$ cat src/rtl/ihex_pkg.sv
// Package for the Intel HEX record parser: character class struct, status,
// record type and memory window codes, and the small helper functions.
// No dependencies.
`default_nettype none

package ihex_pkg;

  // Character codes seen by the parser.
  localparam logic [7:0] ChNewline = 8'd10;
  localparam logic [7:0] ChColon   = 8'h3A;

  // Shortest legal record line: colon, length, address, type, checksum.
  localparam int unsigned MinLineChars = 11;
  // Width that holds 2 * byte count + MinLineChars and any line length.
  localparam int unsigned LenW = 10;

  // Result kinds.
  localparam logic KindData   = 1'b0;
  localparam logic KindStatus = 1'b1;

  // Line status codes.
  localparam logic [3:0] StOk          = 4'd0;
  localparam logic [3:0] StAfterEof    = 4'd1;
  localparam logic [3:0] StShort       = 4'd2;
  localparam logic [3:0] StLong        = 4'd3;
  localparam logic [3:0] StEven        = 4'd4;
  localparam logic [3:0] StBadChar     = 4'd5;
  localparam logic [3:0] StNoColon     = 4'd6;
  localparam logic [3:0] StChecksum    = 4'd7;
  localparam logic [3:0] StLenMismatch = 4'd8;
  localparam logic [3:0] StLenEof      = 4'd9;
  localparam logic [3:0] StLenSegAddr  = 4'd10;
  localparam logic [3:0] StLenSegStart = 4'd11;
  localparam logic [3:0] StLenLinAddr  = 4'd12;
  localparam logic [3:0] StLenLinStart = 4'd13;
  localparam logic [3:0] StBadType     = 4'd14;
  localparam logic [3:0] StUnknownMem  = 4'd15;

  // Record types.
  localparam logic [7:0] TypeData     = 8'h00;
  localparam logic [7:0] TypeEof      = 8'h01;
  localparam logic [7:0] TypeSegAddr  = 8'h02;
  localparam logic [7:0] TypeSegStart = 8'h03;
  localparam logic [7:0] TypeLinAddr  = 8'h04;
  localparam logic [7:0] TypeLinStart = 8'h05;

  // Memory windows.
  localparam logic [1:0] MemExtEeprom = 2'd0;
  localparam logic [1:0] MemFlash     = 2'd1;
  localparam logic [1:0] MemIntEeprom = 2'd2;
  localparam logic [1:0] MemUnknown   = 2'd3;

  localparam logic [15:0] ExtEepromLo = 16'h0200;
  localparam logic [15:0] ExtEepromHi = 16'h09FF;
  localparam logic [15:0] FlashALo    = 16'h2C00;
  localparam logic [15:0] FlashAHi    = 16'h37BF;
  localparam logic [15:0] FlashBLo    = 16'h3A00;
  localparam logic [15:0] FlashBHi    = 16'h3FFF;
  localparam logic [15:0] IntEepromLo = 16'hF000;
  localparam logic [15:0] IntEepromHi = 16'hF0FF;

  typedef struct packed {
    logic       is_nl;
    logic       is_ws;
    logic       is_colon;
    logic       is_hex;
    logic [3:0] nib;
  } char_class_t;

  typedef struct packed {
    logic halted;
  } core_stat_t;

  // Classifies a halved address into its memory window.
  function automatic logic [1:0] window_of(input logic [15:0] a);
    logic [1:0] m;
    m = MemUnknown;
    if (a >= ExtEepromLo && a <= ExtEepromHi) m = MemExtEeprom;
    else if (a >= FlashALo && a <= FlashAHi) m = MemFlash;
    else if (a >= FlashBLo && a <= FlashBHi) m = MemFlash;
    else if (a >= IntEepromLo && a <= IntEepromHi) m = MemIntEeprom;
    return m;
  endfunction

  // Records an error on the line. Too long wins over everything, a bad
  // character wins over the rest, and otherwise the first error stays.
  function automatic logic [3:0] mark_err(input logic [3:0] err, input logic [3:0] code);
    logic [3:0] r;
    r = err;
    if (code == StLong) r = StLong;
    else if (code == StBadChar) begin
      if (err != StLong) r = StBadChar;
    end else if (err == StOk) r = code;
    return r;
  endfunction

endpackage

`default_nettype wire

$ cat src/rtl/ihex_char_class.sv
// Character classifier for the Intel HEX parser: newline, whitespace,
// colon and hex digit value. Depends on ihex_pkg.
`default_nettype none

module ihex_char_class (
  input  logic [7:0]           ch_i,
  output ihex_pkg::char_class_t cls_o
);

  always_comb begin
    cls_o          = '0;
    cls_o.is_nl    = (ch_i == ihex_pkg::ChNewline);
    cls_o.is_ws    = (ch_i == 8'd32) || (ch_i == 8'd9) || (ch_i == 8'd11) ||
                     (ch_i == 8'd12) || (ch_i == 8'd13);
    cls_o.is_colon = (ch_i == ihex_pkg::ChColon);
    if (ch_i >= 8'h30 && ch_i <= 8'h39) begin
      cls_o.is_hex = 1'b1;
      cls_o.nib    = 4'(ch_i - 8'h30);
    end else if (ch_i >= 8'h61 && ch_i <= 8'h66) begin
      cls_o.is_hex = 1'b1;
      cls_o.nib    = 4'(ch_i - 8'h57);
    end else if (ch_i >= 8'h41 && ch_i <= 8'h46) begin
      cls_o.is_hex = 1'b1;
      cls_o.nib    = 4'(ch_i - 8'h37);
    end
  end

endmodule

`default_nettype wire

$ cat src/rtl/ihex_core.sv
// Record state machine and result register of the Intel HEX parser: line
// state, base address, EOF and halt flags. Depends on ihex_pkg.
`default_nettype none

module ihex_core #(
  parameter int unsigned MAX_LINE_CHARS = 521
) (
  input  logic                  clk_i,
  input  logic                  rst_ni,
  input  logic                  adv_i,
  input  logic                  item_valid_i,
  input  ihex_pkg::char_class_t cls_i,
  output logic                  res_valid_o,
  output logic                  kind_o,
  output logic [7:0]            data_byte_o,
  output logic [15:0]           record_address_o,
  output logic [6:0]            byte_index_o,
  output logic [1:0]            memory_kind_o,
  output logic [7:0]            record_type_o,
  output logic [3:0]            status_o,
  output logic                  record_accepted_o,
  output ihex_pkg::core_stat_t  stat_o
);

  localparam int unsigned CntW = $clog2(MAX_LINE_CHARS + 1);
  localparam int unsigned PosW = CntW - 1;

  logic [CntW-1:0] cnt_q, cnt_d;
  logic [7:0]      csum_q, csum_d;
  logic [3:0]      hn_q, hn_d;
  logic [7:0]      bc_q, bc_d;
  logic [15:0]     off_q, off_d;
  logic [7:0]      type_q, type_d;
  logic [15:0]     word_q, word_d;
  logic [15:0]     base_q, base_d;
  logic [3:0]      err_q, err_d;
  logic            pend_q, pend_d;
  logic            eof_q, eof_d;
  logic            halted_q, halted_d;

  logic            res_valid_q, res_load;
  logic            kind_q, kind_d;
  logic [7:0]      db_q, db_d;
  logic [15:0]     addr_q, addr_d;
  logic [6:0]      idx_q, idx_d;
  logic [1:0]      mem_q, mem_d;
  logic [7:0]      rtype_q, rtype_d;
  logic [3:0]      st_q, st_d;
  logic            acc_q, acc_d;

  always_comb begin
    logic [15:0]     sum;
    logic [15:0]     half;
    logic [3:0]      err1;
    logic [7:0]      b;
    logic [PosW-1:0] p;
    logic [PosW-1:0] d;
    logic [3:0]      st;
    cnt_d = cnt_q; csum_d = csum_q; hn_d = hn_q; bc_d = bc_q; off_d = off_q;
    type_d = type_q; word_d = word_q; base_d = base_q; err_d = err_q;
    pend_d = pend_q; eof_d = eof_q; halted_d = halted_q;
    res_load = 1'b0;
    kind_d = ihex_pkg::KindData; db_d = '0; addr_d = '0; idx_d = '0;
    mem_d = ihex_pkg::MemExtEeprom; rtype_d = '0; st_d = ihex_pkg::StOk; acc_d = 1'b0;
    sum   = base_q + off_q;
    half  = {1'b0, sum[15:1]};
    err1  = err_q;
    b     = {hn_q, cls_i.nib};
    p     = cnt_q[CntW-1:1] - PosW'(1);
    d     = p - PosW'(4);
    st    = ihex_pkg::StOk;

    if (item_valid_i && !halted_q) begin
      if (cls_i.is_nl) begin
        if (cnt_q != '0 || err_q != ihex_pkg::StOk) begin
          res_load = 1'b1;
          kind_d   = ihex_pkg::KindStatus;
          rtype_d  = type_q;
          if (eof_q) st = ihex_pkg::StAfterEof;
          else if (ihex_pkg::LenW'(cnt_q) < ihex_pkg::LenW'(ihex_pkg::MinLineChars))
            st = ihex_pkg::StShort;
          else if (err_q == ihex_pkg::StLong) st = ihex_pkg::StLong;
          else if (!cnt_q[0]) st = ihex_pkg::StEven;
          else if (err_q != ihex_pkg::StOk) st = err_q;
          else if (csum_q != 8'h00) st = ihex_pkg::StChecksum;
          else if (ihex_pkg::LenW'({bc_q, 1'b0}) + ihex_pkg::LenW'(ihex_pkg::MinLineChars)
                   != ihex_pkg::LenW'(cnt_q)) st = ihex_pkg::StLenMismatch;
          else begin
            case (type_q)
              ihex_pkg::TypeData: begin
                addr_d = half;
                mem_d  = ihex_pkg::window_of(half);
                st     = (mem_d == ihex_pkg::MemUnknown) ? ihex_pkg::StUnknownMem
                                                         : ihex_pkg::StOk;
                acc_d  = (mem_d != ihex_pkg::MemUnknown);
              end
              ihex_pkg::TypeEof: begin
                st = (bc_q != 8'd0) ? ihex_pkg::StLenEof : ihex_pkg::StOk;
                if (bc_q == 8'd0) eof_d = 1'b1;
              end
              ihex_pkg::TypeSegAddr: begin
                st = (bc_q != 8'd2) ? ihex_pkg::StLenSegAddr : ihex_pkg::StOk;
                if (bc_q == 8'd2) base_d = {word_q[11:0], 4'h0};
              end
              ihex_pkg::TypeSegStart: begin
                st = (bc_q != 8'd4) ? ihex_pkg::StLenSegStart : ihex_pkg::StOk;
              end
              ihex_pkg::TypeLinAddr: begin
                st = (bc_q != 8'd2) ? ihex_pkg::StLenLinAddr : ihex_pkg::StOk;
                if (bc_q == 8'd2) base_d = '0;
              end
              ihex_pkg::TypeLinStart: begin
                st = (bc_q != 8'd4) ? ihex_pkg::StLenLinStart : ihex_pkg::StOk;
              end
              default: begin
                st = ihex_pkg::StBadType;
              end
            endcase
          end
          st_d = st;
          if (st != ihex_pkg::StOk && st != ihex_pkg::StUnknownMem) halted_d = 1'b1;
        end
        cnt_d = '0; csum_d = '0; hn_d = '0; bc_d = '0; off_d = '0;
        type_d = '0; word_d = '0; err_d = ihex_pkg::StOk; pend_d = 1'b0;
      end else if (cls_i.is_ws) begin
        if (cnt_q != '0 || err_q != ihex_pkg::StOk) pend_d = 1'b1;
      end else begin
        if (pend_q) begin
          err1   = ihex_pkg::mark_err(err_q, ihex_pkg::StBadChar);
          pend_d = 1'b0;
        end
        err_d = err1;
        if (err_q == ihex_pkg::StLong) begin
          // Rest of an overlong line is dropped.
        end else if (cnt_q >= CntW'(MAX_LINE_CHARS)) begin
          err_d = ihex_pkg::mark_err(err1, ihex_pkg::StLong);
        end else begin
          cnt_d = cnt_q + CntW'(1);
          if (cnt_q == '0) begin
            if (!cls_i.is_colon)
              err_d = ihex_pkg::mark_err(err1, cls_i.is_hex ? ihex_pkg::StNoColon
                                                            : ihex_pkg::StBadChar);
          end else if (!cls_i.is_hex) begin
            err_d = ihex_pkg::mark_err(err1, ihex_pkg::StBadChar);
          end else if (cnt_q[0]) begin
            hn_d = cls_i.nib;
          end else begin
            csum_d = csum_q + b;
            if (p == PosW'(0)) bc_d = b;
            else if (p == PosW'(1)) off_d = {b, 8'h00};
            else if (p == PosW'(2)) off_d = {off_q[15:8], b};
            else if (p == PosW'(3)) type_d = b;
            else begin
              if (d < PosW'(2)) word_d = {word_q[7:0], b};
              if (type_q == ihex_pkg::TypeData && 16'(d) < 16'(bc_q[7:1]) &&
                  err1 == ihex_pkg::StOk && !eof_q) begin
                res_load = 1'b1;
                kind_d   = ihex_pkg::KindData;
                db_d     = b;
                addr_d   = half;
                idx_d    = 7'(d);
                mem_d    = ihex_pkg::window_of(half);
                rtype_d  = type_q;
              end
            end
          end
        end
      end
    end
  end

  always_ff @(posedge clk_i or negedge rst_ni) begin
    if (!rst_ni) begin
      cnt_q <= '0; csum_q <= '0; hn_q <= '0; bc_q <= '0; off_q <= '0;
      type_q <= '0; word_q <= '0; base_q <= '0; err_q <= ihex_pkg::StOk;
      pend_q <= 1'b0; eof_q <= 1'b0; halted_q <= 1'b0;
      res_valid_q <= 1'b0;
    end else if (adv_i) begin
      cnt_q <= cnt_d; csum_q <= csum_d; hn_q <= hn_d; bc_q <= bc_d; off_q <= off_d;
      type_q <= type_d; word_q <= word_d; base_q <= base_d; err_q <= err_d;
      pend_q <= pend_d; eof_q <= eof_d; halted_q <= halted_d;
      res_valid_q <= res_load;
    end
  end

  always_ff @(posedge clk_i) begin
    if (adv_i && res_load) begin
      kind_q <= kind_d; db_q <= db_d; addr_q <= addr_d; idx_q <= idx_d;
      mem_q <= mem_d; rtype_q <= rtype_d; st_q <= st_d; acc_q <= acc_d;
    end
  end

  assign res_valid_o       = res_valid_q;
  assign kind_o            = kind_q;
  assign data_byte_o       = db_q;
  assign record_address_o  = addr_q;
  assign byte_index_o      = idx_q;
  assign memory_kind_o     = mem_q;
  assign record_type_o     = rtype_q;
  assign status_o          = st_q;
  assign record_accepted_o = acc_q;
  assign stat_o.halted     = halted_q;

endmodule

`default_nettype wire

$ cat src/rtl/intel_hex_record_parser.sv
// Top level of the Intel HEX record parser: input register, character
// classifier and record core. Depends on ihex_pkg, ihex_char_class, ihex_core.
`default_nettype none

//  Channel | Handshake                 | Payload
//  --------+---------------------------+------------------------------------------
//  in      | in_valid_i / in_stall_o   | ch_i
//  out     | out_valid_o / out_stall_i | kind_o data_byte_o record_address_o
//          |                           | byte_index_o memory_kind_o record_type_o
//          |                           | status_o record_accepted_o
//
// One character is taken per clock while in_stall_o is low; its result, if any,
// passes the input register and then the result register of the record core.
// The core does the line state update for each character, with the address add
// and window compare. in_stall_o is high only while a result waits in the output
// register and the sink stalls; the whole pipe then holds. Reset clears the line
// state, base address, EOF and halt flags.

module intel_hex_record_parser #(
  parameter int unsigned MAX_LINE_CHARS = 521
) (
  input  logic        clk_i,
  input  logic        rst_ni,
  input  logic        in_valid_i,
  output logic        in_stall_o,
  input  logic [7:0]  ch_i,
  output logic        out_valid_o,
  input  logic        out_stall_i,
  output logic        kind_o,
  output logic [7:0]  data_byte_o,
  output logic [15:0] record_address_o,
  output logic [6:0]  byte_index_o,
  output logic [1:0]  memory_kind_o,
  output logic [7:0]  record_type_o,
  output logic [3:0]  status_o,
  output logic        record_accepted_o
);

  // The pipe advances whenever the output register is free or being drained.
  logic adv;
  logic in_vld_q;
  logic [7:0] in_ch_q;
  ihex_pkg::char_class_t cls;
  ihex_pkg::core_stat_t  stat;

  assign adv        = !(out_valid_o && out_stall_i);
  assign in_stall_o = !adv;

  // Input register; a character is captured on every beat.
  always_ff @(posedge clk_i or negedge rst_ni) begin
    if (!rst_ni) begin
      in_vld_q <= 1'b0;
    end else if (adv) begin
      in_vld_q <= in_valid_i;
    end
  end

  always_ff @(posedge clk_i) begin
    if (adv && in_valid_i) begin
      in_ch_q <= ch_i;
    end
  end

  ihex_char_class u_class (
    .ch_i  (in_ch_q),
    .cls_o (cls)
  );

  // The core updates the line state and loads the result register.
  ihex_core #(
    .MAX_LINE_CHARS (MAX_LINE_CHARS)
  ) u_core (
    .clk_i             (clk_i),
    .rst_ni            (rst_ni),
    .adv_i             (adv),
    .item_valid_i      (in_vld_q),
    .cls_i             (cls),
    .res_valid_o       (out_valid_o),
    .kind_o            (kind_o),
    .data_byte_o       (data_byte_o),
    .record_address_o  (record_address_o),
    .byte_index_o      (byte_index_o),
    .memory_kind_o     (memory_kind_o),
    .record_type_o     (record_type_o),
    .status_o          (status_o),
    .record_accepted_o (record_accepted_o),
    .stat_o            (stat)
  );

  // Data bytes come only from type 00 records and carry a clean status.
  assert property (@(posedge clk_i) disable iff (!rst_ni)
    (out_valid_o && kind_o == ihex_pkg::KindData) |->
      (status_o == ihex_pkg::StOk && !record_accepted_o &&
       record_type_o == ihex_pkg::TypeData))
    else $error("data beat with status or nonzero record type");

  // An accepted record is an ok status in a known memory window.
  assert property (@(posedge clk_i) disable iff (!rst_ni)
    (out_valid_o && record_accepted_o) |->
      (kind_o == ihex_pkg::KindStatus && status_o == ihex_pkg::StOk &&
       memory_kind_o != ihex_pkg::MemUnknown))
    else $error("accepted record with bad status or unknown memory");

  // Once halted and the last status has drained, no further result appears.
  assert property (@(posedge clk_i) disable iff (!rst_ni)
    (stat.halted && $past(stat.halted) && $past(adv)) |-> !out_valid_o)
    else $error("result produced while halted");

endmodule

`default_nettype wire

$ cat config.mk
export PLATFORM = sky130hd
export DESIGN_NAME = intel_hex_record_parser
export DESIGN_NICKNAME = d
export VERILOG_FILES = /design/src/rtl/ihex_pkg.sv /design/src/rtl/ihex_char_class.sv /design/src/rtl/ihex_core.sv /design/src/rtl/intel_hex_record_parser.sv
export SDC_FILE = /design/constraint.sdc
export NUM_CORES = 1
export LEC_CHECK = 0
export ABC_AREA = 0
export BUFFER_PORTS_ARGS = -buffer_cell sky130_fd_sc_hd__buf_2
export CORE_ASPECT_RATIO = 0.8
export CORE_MARGIN = 5
export CORE_UTILIZATION = 32
export CTS_BUF_LIST = sky130_fd_sc_hd__clkbuf_8
export DETAILED_ROUTE_END_ITERATION = 8
export GPL_TIMING_DRIVEN = 0
export PLACE_DENSITY = 0.51
export SLEW_MARGIN = 20
export SYNTH_ARGS = -nofsm -noshare
export SYNTH_HDL_FRONTEND = slang
export SYNTH_SLANG_ARGS = --single-unit
export TNS_END_PERCENT = 1
$ cat constraint.sdc
create_clock -name clk_i -period 11.01 [get_ports clk_i]
set_input_delay 1.6515 -clock clk_i [delete_from_list [all_inputs] [get_ports clk_i]]
set_output_delay 1.6515 -clock clk_i [all_outputs]
set_load 0.01 [all_outputs]
## Word-level counts from Yosys, hierarchy flattened

Cells that the tools add are included.

- Word-level logic and storage cells: 357
- Register bits: 146
- Bits of input ports: 12

- $add $sub $neg: 9
- Order comparisons: 18
- Bitwise logic cells: 14
- Equal/unequal tests: 39
- Mux-type cells: 195
- Reduce and logical (&&, ||, !) cells: 58

Operators by type and width:

| cell | count |
|---|---|
| $mux 16 | 30 |
| $mux 8 | 40 |
| $mux 4 | 39 |
| $mux 12 | 12 |
| $mux 2 | 36 |
| $eq 8x4->1 const B | 5 |
| $mux 10 | 4 |
| $pmux 16 s2 | 1 |
| $ge 15x14->1 const B | 2 |
| $le 15x14->1 const B | 2 |
| $mux 15 | 2 |
| $mux 1 | 27 |
| $eq 8x2->1 const B | 3 |
| $pmux 4 s6 | 1 |
| $reduce_and 10->1 | 2 |
| $eq 9x2->1 const B | 2 |
| $ne 2x2->1 const B | 9 |
| $add 16x16->16 | 1 |
| $eq 8x3->1 const B | 2 |
| $eq 8x6->1 const B | 2 |
| $ge 15x16->1 const B | 1 |
| $ge 8x7->1 const B | 2 |
| $le 15x16->1 const B | 1 |
| $le 8x7->1 const B | 2 |
| 52 further kinds | 105 |

## Longest topological paths before layout

Gate-level depths: netlist of run 1.

- Word-level depth: 34
- Gate-level depth with buffers: 17

## Cells and area by module

Synthesis of run 1 repeated with hierarchy kept, for this count alone.

- Cells, all modules: 801
- Area, all modules: 8136.6 um2

By module, submodules not included:

| module | area each (um2) | cells each | seq. area each (um2) | times used |
|---|---|---|---|---|
| ihex_core | 7569.8 | 753 | 3508.4 | 1 |
| intel_hex_record_parser | 297.8 | 13 | 265.3 | 1 |
| ihex_char_class | 269.0 | 35 | 0.0 | 1 |

## Worst setup path before layout of run 1

Ideal clock, no wire load.

- Kind: reg2reg
- Start: reg u_core.cnt_q[1]
- End: reg u_core.idx_q[0] (netlist: u_core.byte_index_o[0]), enable pin
- Path buffers: 0
- Data arrival time: 5050 ps
- Library setup time: 450 ps
- Stages on the path, launching flop included: 15
- Clock period less this slack: 5500 ps
- Slack: 5510 ps
- Cell sequence: dfrtp_1 -> inv_1 -> ha_1 -> nand2b_1 -> a21oi_1 -> o32ai_1 -> nand2_1 -> xnor2_1 -> inv_1 -> ha_1 -> a2111oi_0 -> nand4_1 -> nor4_4 -> a31oi_2 -> nor2_1

- Word-level cells in the longest chain between the ends: 20
- Elaborated cells between the ends (all ways): 29

RTL lines:

| element | line | source |
|---|---|---|
| start: declaration | ihex_core.sv:28 | `logic [CntW-1:0] cnt_q, cnt_d;` |
| start signal: assignment | ihex_core.sv:174 | `cnt_q <= '0; csum_q <= '0; hn_q <= '0; bc_q <= '0; off_q <= '0;` |
| start signal: assignment | ihex_core.sv:179 | `cnt_q <= cnt_d; csum_q <= csum_d; hn_q <= hn_d; bc_q <= bc_d; off_q <= off_d;` |
| $sub 9x1->9 | ihex_core.sv:69 | `p = cnt_q[CntW-1:1] - PosW'(1);` |
| $sub 9x3->9 | ihex_core.sv:70 | `d = p - PosW'(4);` |
| $lt 9x7->1 | ihex_core.sv:155 | `if (type_q == ihex_pkg::TypeData && 16'(d) < 16'(bc_q[7:1]) &&` |
| $logic_and 1x1->1 (2 in series) | ihex_core.sv:155 |  |
| $logic_and 1x1->1 | ihex_core.sv:156 | `err1 == ihex_pkg::StOk && !eof_q) begin` |
| $mux 1 | ihex_core.sv:155 |  |
| $mux 1 | ihex_core.sv:152 | `else if (p == PosW'(3)) type_d = b;` |
| $mux 1 | ihex_core.sv:151 | `else if (p == PosW'(2)) off_d = {off_q[15:8], b};` |
| [3 not listed] | n/a |  |
| $mux 1 | ihex_core.sv:143 | `end else if (!cls_i.is_hex) begin` |
| $mux 1 | ihex_core.sv:139 | `if (cnt_q == '0) begin` |
| $mux 1 | ihex_core.sv:135 | `end else if (cnt_q >= CntW'(MAX_LINE_CHARS)) begin` |
| $mux 1 | ihex_core.sv:133 | `if (err_q == ihex_pkg::StLong) begin` |
| $mux 1 | ihex_core.sv:125 | `end else if (cls_i.is_ws) begin` |
| $mux 1 (*) | ihex_core.sv:74 | `if (cls_i.is_nl) begin` |
| $mux 1 (*) | ihex_core.sv:73 | `if (item_valid_i && !halted_q) begin` |
| $logic_and 1x1->1 (*) | ihex_core.sv:187 | `if (adv_i && res_load) begin` |
| end signal: assignment | ihex_core.sv:188 | `kind_q <= kind_d; db_q <= db_d; addr_q <= addr_d; idx_q <= idx_d;` |
| end: declaration | ihex_core.sv:45 | `logic [6:0] idx_q, idx_d;` |

Mark *: on every way between the ends. The rest lies on a longest branch, timed or not.
A chain may end at the register's enable or synchronous reset.

## Worst setup path after layout of run 1

- Start: reg u_core.cnt_q[1]
- End: reg u_core.rtype_q[1] (netlist: u_core.record_type_o[1]), enable pin

- Word-level cells in the longest chain between the ends: 20
- Elaborated cells between the ends (all ways): 29

RTL lines:

| element | line | source |
|---|---|---|
| $sub 9x1->9 | ihex_core.sv:69 |  |
| $sub 9x3->9 | ihex_core.sv:70 |  |
| $lt 9x7->1 | ihex_core.sv:155 |  |
| $logic_and 1x1->1 (2 in series) | ihex_core.sv:155 |  |
| $logic_and 1x1->1 | ihex_core.sv:156 |  |
| $mux 1 | ihex_core.sv:155 |  |
| $mux 1 | ihex_core.sv:152 |  |
| $mux 1 | ihex_core.sv:151 |  |
| [3 not listed] | n/a |  |
| $mux 1 | ihex_core.sv:143 |  |
| $mux 1 | ihex_core.sv:139 |  |
| $mux 1 | ihex_core.sv:135 |  |
| $mux 1 | ihex_core.sv:133 |  |
| $mux 1 | ihex_core.sv:125 |  |
| $mux 1 (*) | ihex_core.sv:74 |  |
| $mux 1 (*) | ihex_core.sv:73 |  |
| $logic_and 1x1->1 (*) | ihex_core.sv:187 |  |
| end signal: assignment | ihex_core.sv:189 | `mem_q <= mem_d; rtype_q <= rtype_d; st_q <= st_d; acc_q <= acc_d;` |
| end: declaration | ihex_core.sv:47 | `logic [7:0] rtype_q, rtype_d;` |

Marks and branches as above.

==> flow_metrics.env, run 1 <==
export IMPL_status="finished clean"
export IMPL_vias=6290
export IMPL_yosysSeqAreaShare=0.4601
export IMPL_cts_num_sinks=140
export IMPL_area_growth_pct=14.77
export IMPL_ctsResizeCount=0
export IMPL_rsz0062_at_grt="no"
export IMPL_worstPathArrival_ns=5.22
export IMPL_clockBufferDepth=2
export IMPL_pwr_share_comb=0.344
export IMPL_clock_latency_ns=0.47
export IMPL_cp_end_kind="flip-flop"
export IMPL_setup_viol=0
export IMPL_p_sw_mw=0.6158
export IMPL_critPathLaunchType="flip-flop"
export IMPL_antenna_left=0
export IMPL_antenna_found_initial=0
export IMPL_layout_common_cells="dfrtp_1 (86), nor2_1 (84), buf_2 (73)"
export IMPL_peakVddDrop_mv=0.08724
export IMPL_drv_slew=0
export IMPL_die_h_um=153.2
export IMPL_rrSetupSlack_ns=5.95
export IMPL_coreArea_sq_um=25240
export IMPL_drt_iter0_drc=540
export IMPL_hold_violations=0
export IMPL_netSwitchingFraction=0.3752
export IMPL_multi_input_area_sq_um=4083
export IMPL_grt_ovfl_total=0
export IMPL_grt_usage=0.1538
export IMPL_synth_edf_count=54
export IMPL_power_frac_clock=0.276
export IMPL_die_w_um=189.0
export IMPL_r2r_end="u_core.record_type_o[1]"
export IMPL_criticalPathCategory="reg2reg"
export IMPL_crit_reg2reg_launch="u_core.cnt_q[1]"
export IMPL_grt_first_pass_wirelength_um=34960
export IMPL_finalNetCount=966
export IMPL_hold_depth=2
export IMPL_gp_congestion=0.8575
export IMPL_grt_max_degree=50
export IMPL_dieArea_sq_um=28950
export IMPL_worstMarginPinSlew_ns=0.8968
export IMPL_clock_skew_ns=0.02107
export IMPL_async_flop_share=0.6143
export IMPL_drc_errors=0
export IMPL_yosysUniqueCellTypes=90
export IMPL_io_buffers=59
export IMPL_wl_um=21880
export IMPL_p_per_area_nw_per_um2=174.4
export IMPL_slew_headroom=0.4002
export IMPL_hp_class="reg2reg"
export IMPL_firstDrtPassIters=5
export IMPL_clk_transition_reported_paths_ns=0.09
export IMPL_routedWlPerCell_um=17.56
export IMPL_io_pins=61
export IMPL_worst_ep_required_time_ns=11.17
export IMPL_min_from="u_core.base_q[7]"
export IMPL_layout_commonest_cell="dfrtp_1"
export IMPL_path_max_fanout=27
export IMPL_clock_fmax_mhz=197.5
export IMPL_post_route_period_util=0.4598
export IMPL_ys_warn_count=0
export IMPL_regArea_sq_um=3774
export IMPL_fin_util=0.3729
export IMPL_cts_hold_buf=0
export IMPL_first_global_vias=5979
export IMPL_diodes=0
export IMPL_avgSynthCellArea_sq_um=9.905
export IMPL_fin_tns_setup_ns=0
export IMPL_initial_utilization=0.3249
export IMPL_numCtsBuffers=17
export IMPL_viasPerCell=5.048
export IMPL_drv_cap=0
export IMPL_min_period_ns=5.063
export IMPL_leakagePower_nw=4.034
export IMPL_fillers=2571
export IMPL_syn_nets=885
export IMPL_cts_root_buf="clkbuf_8"
export IMPL_cts_tree="done"
export IMPL_reg2reg_depth=16
export IMPL_yosys_register_bits=140
export IMPL_ys_flop_type="dfrtp_1"
export IMPL_num_rows=52
export IMPL_cts_setup_buffers=0
export IMPL_post_dp_hpwl_um=16670
export IMPL_syn_area_sq_um=8202
export IMPL_drive_gt1_frac=0.1855
export IMPL_netlist_instances=828
export IMPL_intPower_mw=1.025
export IMPL_hold_path_end="u_core.base_q[7]"
export IMPL_power_frac_seq=0.380
export IMPL_htreeDepth=4
[power by group through the flow]
stage / clock network [mW] / logic (mW) / registers (mW)
floorplan: 0 / 0.427 / 0.617
global placement: 0 / 0.559 / 0.634
detailed placement: 0 / 0.561 / 0.634
CTS: 0.465 / 0.564 / 0.623
global route: 0.488 / 0.632 / 0.630
finish: 0.453 / 0.565 / 0.624
[metal layers]
layer,share of wire,track usage,wire length [um],up-vias
li1,-,-,-,3114
met1,0.54,0.2471,11800,3033
met2,0.40,0.2087,8855,133
met3,0.050,0.03420,1086,10
met4,0.0065,0.03122,143,0
met5,0,0,0,-
[worst max-delay path by stage]
| stage | from | endpoint | slack (ns) |
|---|---|---|---|
| after floorplan | u_core.cnt_q[1] | u_core.byte_index_o[0] | 5.51 |
| after global placement | u_core.cnt_q[1] | u_core.byte_index_o[5] | 3.29 |
| after detailed placement | u_core.cnt_q[1] | u_core.record_type_o[0] | 5.96 |
| after CTS | u_core.cnt_q[1] | u_core.record_type_o[1] | 5.95 |
| after global routing | u_core.cnt_q[1] | u_core.record_type_o[5] | 5.57 |
| final | u_core.cnt_q[1] | u_core.record_type_o[1] | 5.95 |
[cell families (layout without fill, tap and decap cells)]
family	Yosys count	count (layout)	share of synthesized area
DFF	140	140	0.4601
buffers and inverters	82	176	0.04348
muxes	23	23	0.03097
xor gates and xnor gates	44	44	0.04790
and+or+nand+nor	313	313	0.1983
AOI/OAI and AO/OA	179	179	0.1471
adders and majority gates	46	46	0.07170
other	1	1	0.0004572
[stage by stage]
stage	worst slack (ns)	area, sq um	power [mW]	hold WS, ns	instances
CTS	5.950	9413	1.653	0.5121	1246
detailed placement	5.962	8995	1.196	0.4904	1214
finish	5.947	9413	1.641	0.5081	1246
global placement	3.293	8902	1.193	0.4728	1211
floorplan	5.510	8202	1.044	0.4298	828
global route	5.566	9413	1.751	0.5386	1246
[synthesized netlist by cell type, types with 13 or more instances]
master / number / share of area
dfrtp_1: 86 / 0.26
nor2_1: 85 / 0.039
nand2_1: 70 / 0.032
edfxtp_1: 54 / 0.20
o21ai_0: 54 / 0.033
inv_1: 51 / 0.023
ha_1: 43 / 0.066
a21oi_1: 31 / 0.019
xnor2_1: 30 / 0.032
nand3_1: 27 / 0.016
nor2b_1: 23 / 0.018
mux2_2: 19 / 0.026
nor3_1: 17 / 0.010
buf_2: 15 / 0.0092
nand4_1: 13 / 0.0099
xor2_1: 13 / 0.014
[area by class of cell]
cell class,count,area share
buffer,31,0.01755
inverter,51,0.02034
clock buffer,17,0.02486
tap,324,0.04307
clock inverter,15,0.01954
sequential,140,0.4009
timing repair buffer,62,0.04001
multi-input combinational,606,0.4337
[sequential cells by signal, indices dropped and copies added (netlist names), 2 cells and up]
signal / flops
u_core.type_q: 8
u_core.record_type_o: 8
u_core.status_o: 4
u_core.cnt_q: 10
u_core.csum_q: 8
u_core.hn_q: 4
u_core.memory_kind_o: 2
u_core.byte_index_o: 7
u_core.record_address_o: 15
u_core.err_q: 4
in_ch_q: 8
u_core.bc_q: 8
u_core.data_byte_o: 8
u_core.base_q: 12
u_core.off_q: 15
u_core.word_q: 12
[critical path, stage by stage, from the launching register on]
cell and delay [ns]:
dfrtp_1 0.60, inv_1 0.25, ha_1 0.29, nand2b_1 0.16
a21oi_1 0.09, o32ai_1 0.42, nand2_1 0.13, xnor2_1 0.32
inv_1 0.10, ha_1 0.29, a2111oi_0 0.37, nand4_1 0.19
nor4_4 0.22, a31oi_2 0.39, nor2_4 0.50, buf_16 0.21
buf_12 0.19
Power figures use the tool's default switching activity.
==> run 2, diff against run 1 <==
--- a/config.mk
+++ b/config.mk
@@ -5,7 +5,7 @@
 export SDC_FILE = /design/constraint.sdc
 export NUM_CORES = 1
 export LEC_CHECK = 0
-export ABC_AREA = 0
+export ABC_AREA = 1
 export BUFFER_PORTS_ARGS = -buffer_cell sky130_fd_sc_hd__buf_2
 export CORE_ASPECT_RATIO = 0.8
 export CORE_MARGIN = 5
==> constraint.sdc (replaced) <==
create_clock -name clk_i -period 4.7 [get_ports clk_i]
set_input_delay 0.705 -clock clk_i [delete_from_list [all_inputs] [get_ports clk_i]]
set_output_delay 0.705 -clock clk_i [all_outputs]
set_load 0.01 [all_outputs]
==> flow_metrics.env, run 2 <==
export IMPL_intPower_mw=1.706
export IMPL_finalNetCount=1186
export IMPL_yosys_register_bits=140
export IMPL_fillers=2687
export IMPL_hold_violations=0
export IMPL_post_route_period_util=0.9294
export IMPL_routedWlPerCell_um=15.31
export IMPL_initial_utilization=0.3263
export IMPL_clockBufferDepth=2
export IMPL_power_frac_seq=0.566
export IMPL_synth_area_leaders="dfrtp_1 (26%), edfxtp_1 (20%), nand2_1 (12%)"
export IMPL_cts_num_sinks=140
export IMPL_wl_um=22840
export IMPL_slew_headroom=0.4852
export IMPL_clock_fmax_mhz=228.9
export IMPL_reg2reg_depth=15
export IMPL_path_max_fanout=27
export IMPL_yosysMostFrequentCell="nand2_1"
export IMPL_first_global_vias=6607
export IMPL_p_sw_mw=0.5393
export IMPL_io_buffers=59
export IMPL_worstPathArrival_ns=4.54
export IMPL_grt_max_degree=69
export IMPL_htreeDepth=4
export IMPL_fin_util=0.3760
export IMPL_clock_latency_ns=0.47
export IMPL_cts_root_buf="clkbuf_8"
export IMPL_yosysSeqAreaShare=0.4546
export IMPL_async_flop_share=0.6143
export IMPL_pwr_share_comb=0.025
export IMPL_synth_top_area_frac=0.2592
export IMPL_layout_commonest_cell="nand2_1"
export IMPL_synth_edf_count=54
export IMPL_coreArea_sq_um=25440
export IMPL_netlist_instances=1040
export IMPL_cts_tree="done"
export IMPL_clk_transition_reported_paths_ns=0.09
export IMPL_yosysUniqueCellTypes=52
export IMPL_power_frac_clock=0.409
export IMPL_grt_ovfl_total=0
export IMPL_grt_usage=0.1602
export IMPL_whs_ns=0.07480
export IMPL_leakagePower_nw=4.240
export IMPL_drc_errors=0
export IMPL_cp_end_kind="flip-flop"
export IMPL_diodes=0
export IMPL_gp_congestion=0.8680
export IMPL_io_pins=61
export IMPL_firstDrtPassIters=5
export IMPL_peakVddDrop_mv=0.1561
export IMPL_die_h_um=154.1
export IMPL_post_place_ws_ns=-0.2917
export IMPL_hp_class="in2async"
export IMPL_critPathLaunchType="flip-flop"
export IMPL_num_rows=52
export IMPL_antenna_left=0
export IMPL_worst_ep_required_time_ns=4.87
export IMPL_layout_common_cells="nand2_1 (265), inv_1 (151), nor2_1 (103)"
export IMPL_status="finished clean"
export IMPL_drv_slew=0
export IMPL_syn_nets=1097
export IMPL_dieArea_sq_um=29280
export IMPL_drive_gt1_frac=0.1402
export IMPL_post_dp_hpwl_um=17750
export IMPL_ys_flop_type="dfrtp_1"
export IMPL_worst_slack_ns=0.3317
export IMPL_drv_cap=0
export IMPL_grt_first_pass_wirelength_um=36750
export IMPL_synth_common_cells="nand2_1 (265), inv_1 (149), nor2_1 (105)"
export IMPL_drt_iter0_drc=471
export IMPL_netSwitchingFraction=0.2402
export IMPL_antenna_found_initial=0
export IMPL_total_power_mw=2.245
export IMPL_area_growth_pct=15.21
export IMPL_syn_area_sq_um=8302
export IMPL_worstMarginPinSlew_ns=0.7680
export IMPL_clock_skew_ns=0.01490
export IMPL_vias=6941
export IMPL_yosysTopAreaCell="dfrtp_1"
export IMPL_avgSynthCellArea_sq_um=7.982
export IMPL_viasPerCell=4.652
export IMPL_ys_warn_count=0
export IMPL_p_per_area_nw_per_um2=234.7
export IMPL_die_w_um=190.1
export IMPL_numCtsBuffers=17
export IMPL_rsz0062_at_grt="no"
export IMPL_criticalPathCategory="reg2reg"
export IMPL_setup_viol=0
export IMPL_min_period_ns=4.368
-- run 2: area by class of cell --
class | instances | area [sq um] | area share
well taps | 351 | 439.2 | 0.04592
clock inverters | 13 | 102.6 | 0.01073
inverters | 161 | 608.1 | 0.06358
plain buffers | 18 | 95.09 | 0.009942
multi-input cells | 721 | 3851 | 0.4027
repair buffers | 70 | 444.2 | 0.04644
clock buffers | 18 | 247.7 | 0.02590
flip-flops and latches | 140 | 3776 | 0.3948
-- run 2: cells by family after synthesis --
logic type / count (synthesis) / synth area share
fa+ha+maj: 45 / 0.06963
compound gates: 137 / 0.09374
xor+xnor: 17 / 0.01884
flops: 140 / 0.4546
other cells: 1 / 0.0004517
simple gates: 521 / 0.2785
buf+inv: 179 / 0.08425
-- run 2: through the flow --
step,instance area (sq um),TNS (ns),instances
after floorplan,8309,0,1040
after global placement,9044,-45.80,1450
after detailed placement,9133,-12.30,1453
after CTS,9487,0,1484
after global routing,9564,0,1492
final,9564,0,1492
-- run 2: per-layer routing --
metal,up-vias,wire length (um),track usage
met5,-,0,0
met4,0,179,0.03134
met3,14,1519,0.04873
met2,168,8696,0.2104
met1,3185,12440,0.2552
li1,3574,-,-
-- run 2: final timing paths --
| path | from | end | slack [ns] |
|---|---|---|---|
| min in group clk_i | ch_i[6] | in_ch_q[6] | 0.41 |
| hold reg to reg | u_core.stat_o | u_core.stat_o | 0.48 |
| hold / removal | rst_ni | u_core.cnt_q[4] | 0.07 |
| setup reg to reg | u_core.cnt_q[1] | u_core.record_address_o[3] | 0.33 |
| max in group asynchronous | rst_ni | u_core.type_q[0] | 3.99 |
| setup / recovery | u_core.cnt_q[1] | u_core.record_address_o[3] | 0.33 |
-- run 2: critical path: stages (launching register included) --
cell and delay (ns):
dfrtp_2 0.44, buf_4 0.17, nor3_2 0.28, xor2_1 0.36
ha_1 0.30, nand2_1 0.11, xor2_2 0.24, inv_1 0.08
ha_1 0.29, a2111o_1 0.38, nor4_2 0.25, nand4_1 0.27
and2_1 0.22, buf_2 0.19, nor2_4 0.26, buf_16 0.21
-- run 2: power groups by stage --
| stage | registers (mW) | clock network, mW | logic (mW) |
|---|---|---|---|
| 6_report | 1.27 | 0.919 | 0.0561 |
| 5_1_grt | 1.27 | 1.00 | 0.0654 |
| 4_1_cts | 1.27 | 0.948 | 0.0578 |
| 3_5_place_dp | 1.30 | 0 | 0.0577 |
| 3_3_place_gp | 1.30 | 0 | 0.0539 |
| 2_1_floorplan | 1.29 | 0 | 0.0241 |
-- run 2: what timing repair did --
action | CTS | global route
buffers inserted | 0 | 8
endpoints found under the setup margin | 46 | 46
hold buffers | 0 | 0
gates resized for setup | 2 | 4
pin swaps | 0 | 3
==> run 3, diff against run 2 <==
--- a/config.mk
+++ b/config.mk
@@ -6,7 +6,7 @@
 export NUM_CORES = 1
 export LEC_CHECK = 0
 export ABC_AREA = 1
-export BUFFER_PORTS_ARGS = -buffer_cell sky130_fd_sc_hd__buf_2
+export BUFFER_PORTS_ARGS = -buffer_cell sky130_fd_sc_hd__buf_4
 export CORE_ASPECT_RATIO = 0.8
 export CORE_MARGIN = 5
 export CORE_UTILIZATION = 32
@@ -17,5 +17,6 @@
 export SLEW_MARGIN = 20
 export SYNTH_ARGS = -nofsm -noshare
 export SYNTH_HDL_FRONTEND = slang
+export SYNTH_HIERARCHICAL = 1
 export SYNTH_SLANG_ARGS = --single-unit
 export TNS_END_PERCENT = 1
==> flow_metrics.env, run 3 <==
export IMPL_diodes=0
export IMPL_yosysSeqAreaShare=0.4492
export IMPL_wl_met1_um=11710
export IMPL_cts_num_sinks=140
export IMPL_path_cells="inv_1 -> ha_1 -> nand2_1 -> inv_1 -> nor2_1 -> ha_1 -> nand4_1 -> xor2_2 -> inv_1 -> ha_1 -> nand2_1 -> nand2_1 -> nor4_1 -> nand3_1 -> nor3_2 -> o211ai_1 -> or2_1 -> buf_6 -> o41ai_4 -> inv_6 -> buf_8 -> nor2_4"
export IMPL_dieArea_sq_um=29610
export IMPL_clock_skew_ns=0.01722
export IMPL_grt_first_pass_wirelength_um=35710
export IMPL_syn_nets=1112
export IMPL_criticalPathCategory="reg2reg"
export IMPL_htreeDepth=4
export IMPL_yosysTopAreaCell="dfrtp_1"
export IMPL_worstMarginPinSlew_ns=0.9515
export IMPL_firstDrtPassIters=5
export IMPL_drive_gt1_frac=0.1384
export IMPL_finalNetCount=1198
export IMPL_drt_iter0_drc=475
export IMPL_area_growth_pct=16.35
export IMPL_setup_viol=0
export IMPL_die_h_um=154.9
export IMPL_layout_commonest_cell="nand2_1"
export IMPL_initial_utilization=0.3223
export IMPL_cts_tree="done"
export IMPL_syn_area_sq_um=8401
export IMPL_io_pins=61
export IMPL_post_dp_hpwl_um=17180
export IMPL_wl_met2_um=9265
export IMPL_synth_top_area_frac=0.2562
export IMPL_rrSetupSlack_ns=0.51
export IMPL_worst_ep_required_time_ns=5.02
export IMPL_final_cells=1513
export IMPL_first_global_vias=6558
export IMPL_yosysMostFrequentCell="nand2_1"
export IMPL_ys_flop_type="dfrtp_1"
export IMPL_rsz0062_at_grt="no"
export IMPL_gp_congestion=0.8557
export IMPL_yosys_register_bits=140
export IMPL_num_rows=53
export IMPL_async_flop_share=0.6143
export IMPL_drv_cap=0
export IMPL_ys_warn_count=6
export IMPL_clk_transition_reported_paths_ns=0.09
export IMPL_wl_met3_um=1080
export IMPL_routedWlPerCell_um=14.68
export IMPL_synth_edf_count=54
export IMPL_wl_um=22210
export IMPL_cp_end_kind="flip-flop"
export IMPL_viasPerCell=4.662
export IMPL_slew_headroom=0.3608
export IMPL_path_max_fanout=10
export IMPL_min_period_ns=4.194
export IMPL_fin_tns_setup_ns=0
export IMPL_avgSynthCellArea_sq_um=7.948
export IMPL_cpPeakStageDelay_ns=0.48
export IMPL_synth_common_cells="nand2_1 (264), inv_1 (163), nor2_1 (114)"
export IMPL_synth_area_leaders="dfrtp_1 (26%), edfxtp_1 (19%), nand2_1 (12%)"
export IMPL_clock_fmax_mhz=238.5
export IMPL_numCtsBuffers=17
export IMPL_p_per_area_nw_per_um2=232.3
export IMPL_coreArea_sq_um=26060
export IMPL_netlist_instances=1057
export IMPL_worst_slack_ns=0.5064
export IMPL_vias=7054
export IMPL_critical_path_top_delay_family="simple AND/OR/NAND/NOR gates"
export IMPL_layout_common_cells="nand2_1 (264), inv_1 (162), nor2_1 (112)"
export IMPL_clockBufferDepth=2
export IMPL_critPathLaunchType="flip-flop"
export IMPL_stdcell_area_sq_um=9774
export IMPL_cp_slowest_cell="dfrtp_1"
export IMPL_maxUsedRoutingLayer="met4"
export IMPL_post_route_period_util=0.8922
export IMPL_fillers=2709
export IMPL_yosysUniqueCellTypes=56
export IMPL_worstPathArrival_ns=4.51
export IMPL_cts_root_buf="clkbuf_8"
export IMPL_drv_slew=0
export IMPL_grt_ovfl_total=0
export IMPL_placed_cell_area_sq_um=9321
export IMPL_post_place_ws_ns=-0.6450
export IMPL_crit_buf_inv=6
export IMPL_hold_violations=0
export IMPL_fin_util=0.3751
export IMPL_dp_cells=1474
export IMPL_drc_errors=0
export IMPL_grt_usage=0.1537
export IMPL_antenna_left=0
export IMPL_clock_latency_ns=0.45
export IMPL_status="finished clean"
export IMPL_io_buffers=59
export IMPL_hp_class="in2async"
export IMPL_die_w_um=191.2
export IMPL_leakagePower_nw=4.542
export IMPL_grt_max_degree=87
export IMPL_peakVddDrop_mv=0.1650
export IMPL_antenna_found_initial=0
[run 3: cell count changes in the layout (fill, tap and decap cells not counted), moves of 9 or more]
cell,delta
inv_1,+11
o21ai_1,-12
buf_2,-62
nor2_2,-9
nor2_1,+9
buf_4,+55
o21ai_0,+17
[run 3: final cells by class]
| type | count | area, sq um | area share |
|---|---|---|---|
| Timing Repair Buffer | 66 | 511.7 | 0.05236 |
| Clock inverter | 15 | 140.1 | 0.01434 |
| Inverter | 172 | 659.4 | 0.06746 |
| Buffer | 19 | 108.9 | 0.01114 |
| Clock buffer | 17 | 234.0 | 0.02394 |
| Sequential cell | 140 | 3775 | 0.3862 |
| Tap cell | 357 | 446.7 | 0.04570 |
| Multi-Input combinational cell | 727 | 3899 | 0.3989 |
[run 3: routing by layer]
metal	vias to the layer above	track usage
met5	-	0
met4	0	0.02769
met3	11	0.03253
met2	133	0.2261
met1	3320	0.2351
li1	3590	-
[run 3: cells by family after synthesis]
family,after synthesis,share of synthesized area
simple gates,523,0.2787
buf+inv,191,0.09070
compound gates,142,0.09652
flops,140,0.4492
fa+ha+maj,43,0.06583
xor+xnor,17,0.01862
other cells,1,0.0004464
[run 3: power breakdown]
| part | switching (mW) | internal [mW] |
|---|---|---|
| Combinational | 0.0420 | 0.0192 |
| Clock | 0.515 | 0.425 |
| Sequential | 0.00358 | 1.27 |
[run 3: worst paths after layout]
| kind | startpoint | end | cells after the start |
|---|---|---|---|
| worst max-delay path | u_core/cnt_q[2] | u_core/record_address_o[3] | 22 |
| worst min-delay path | rst_ni | u_core/type_q[7] | 1 |
| worst max register to register | u_core/cnt_q[2] | u_core/record_address_o[3] | 22 |
| worst min register to register | u_core/stat_o | u_core/stat_o | 2 |
| max in group asynchronous | rst_ni | u_core/cnt_q[1] | 1 |
| min in group clk_i | ch_i[6] | in_ch_q[6] | 1 |
[run 3: metrics by stage]
stage          hold WS (ns)  power [mW]
2_1_floorplan        0.4094       1.325
4_1_cts              0.3449       2.312
3_5_place_dp         0.4382       1.358
6_report             0.3351       2.271
5_1_grt              0.3633       2.370
3_3_place_gp         0.4366       1.358
[run 3: repair_timing]
| item | 4_1_cts | 5_1_grt |
|---|---|---|
| setup buffers | 2 | 4 |
| cloned | 1 | 0 |
| endpoints found under the setup margin | 49 | 79 |
| hold buffers | 0 | 0 |
| gates resized for setup | 3 | 5 |
| pin swaps | 1 | 2 |
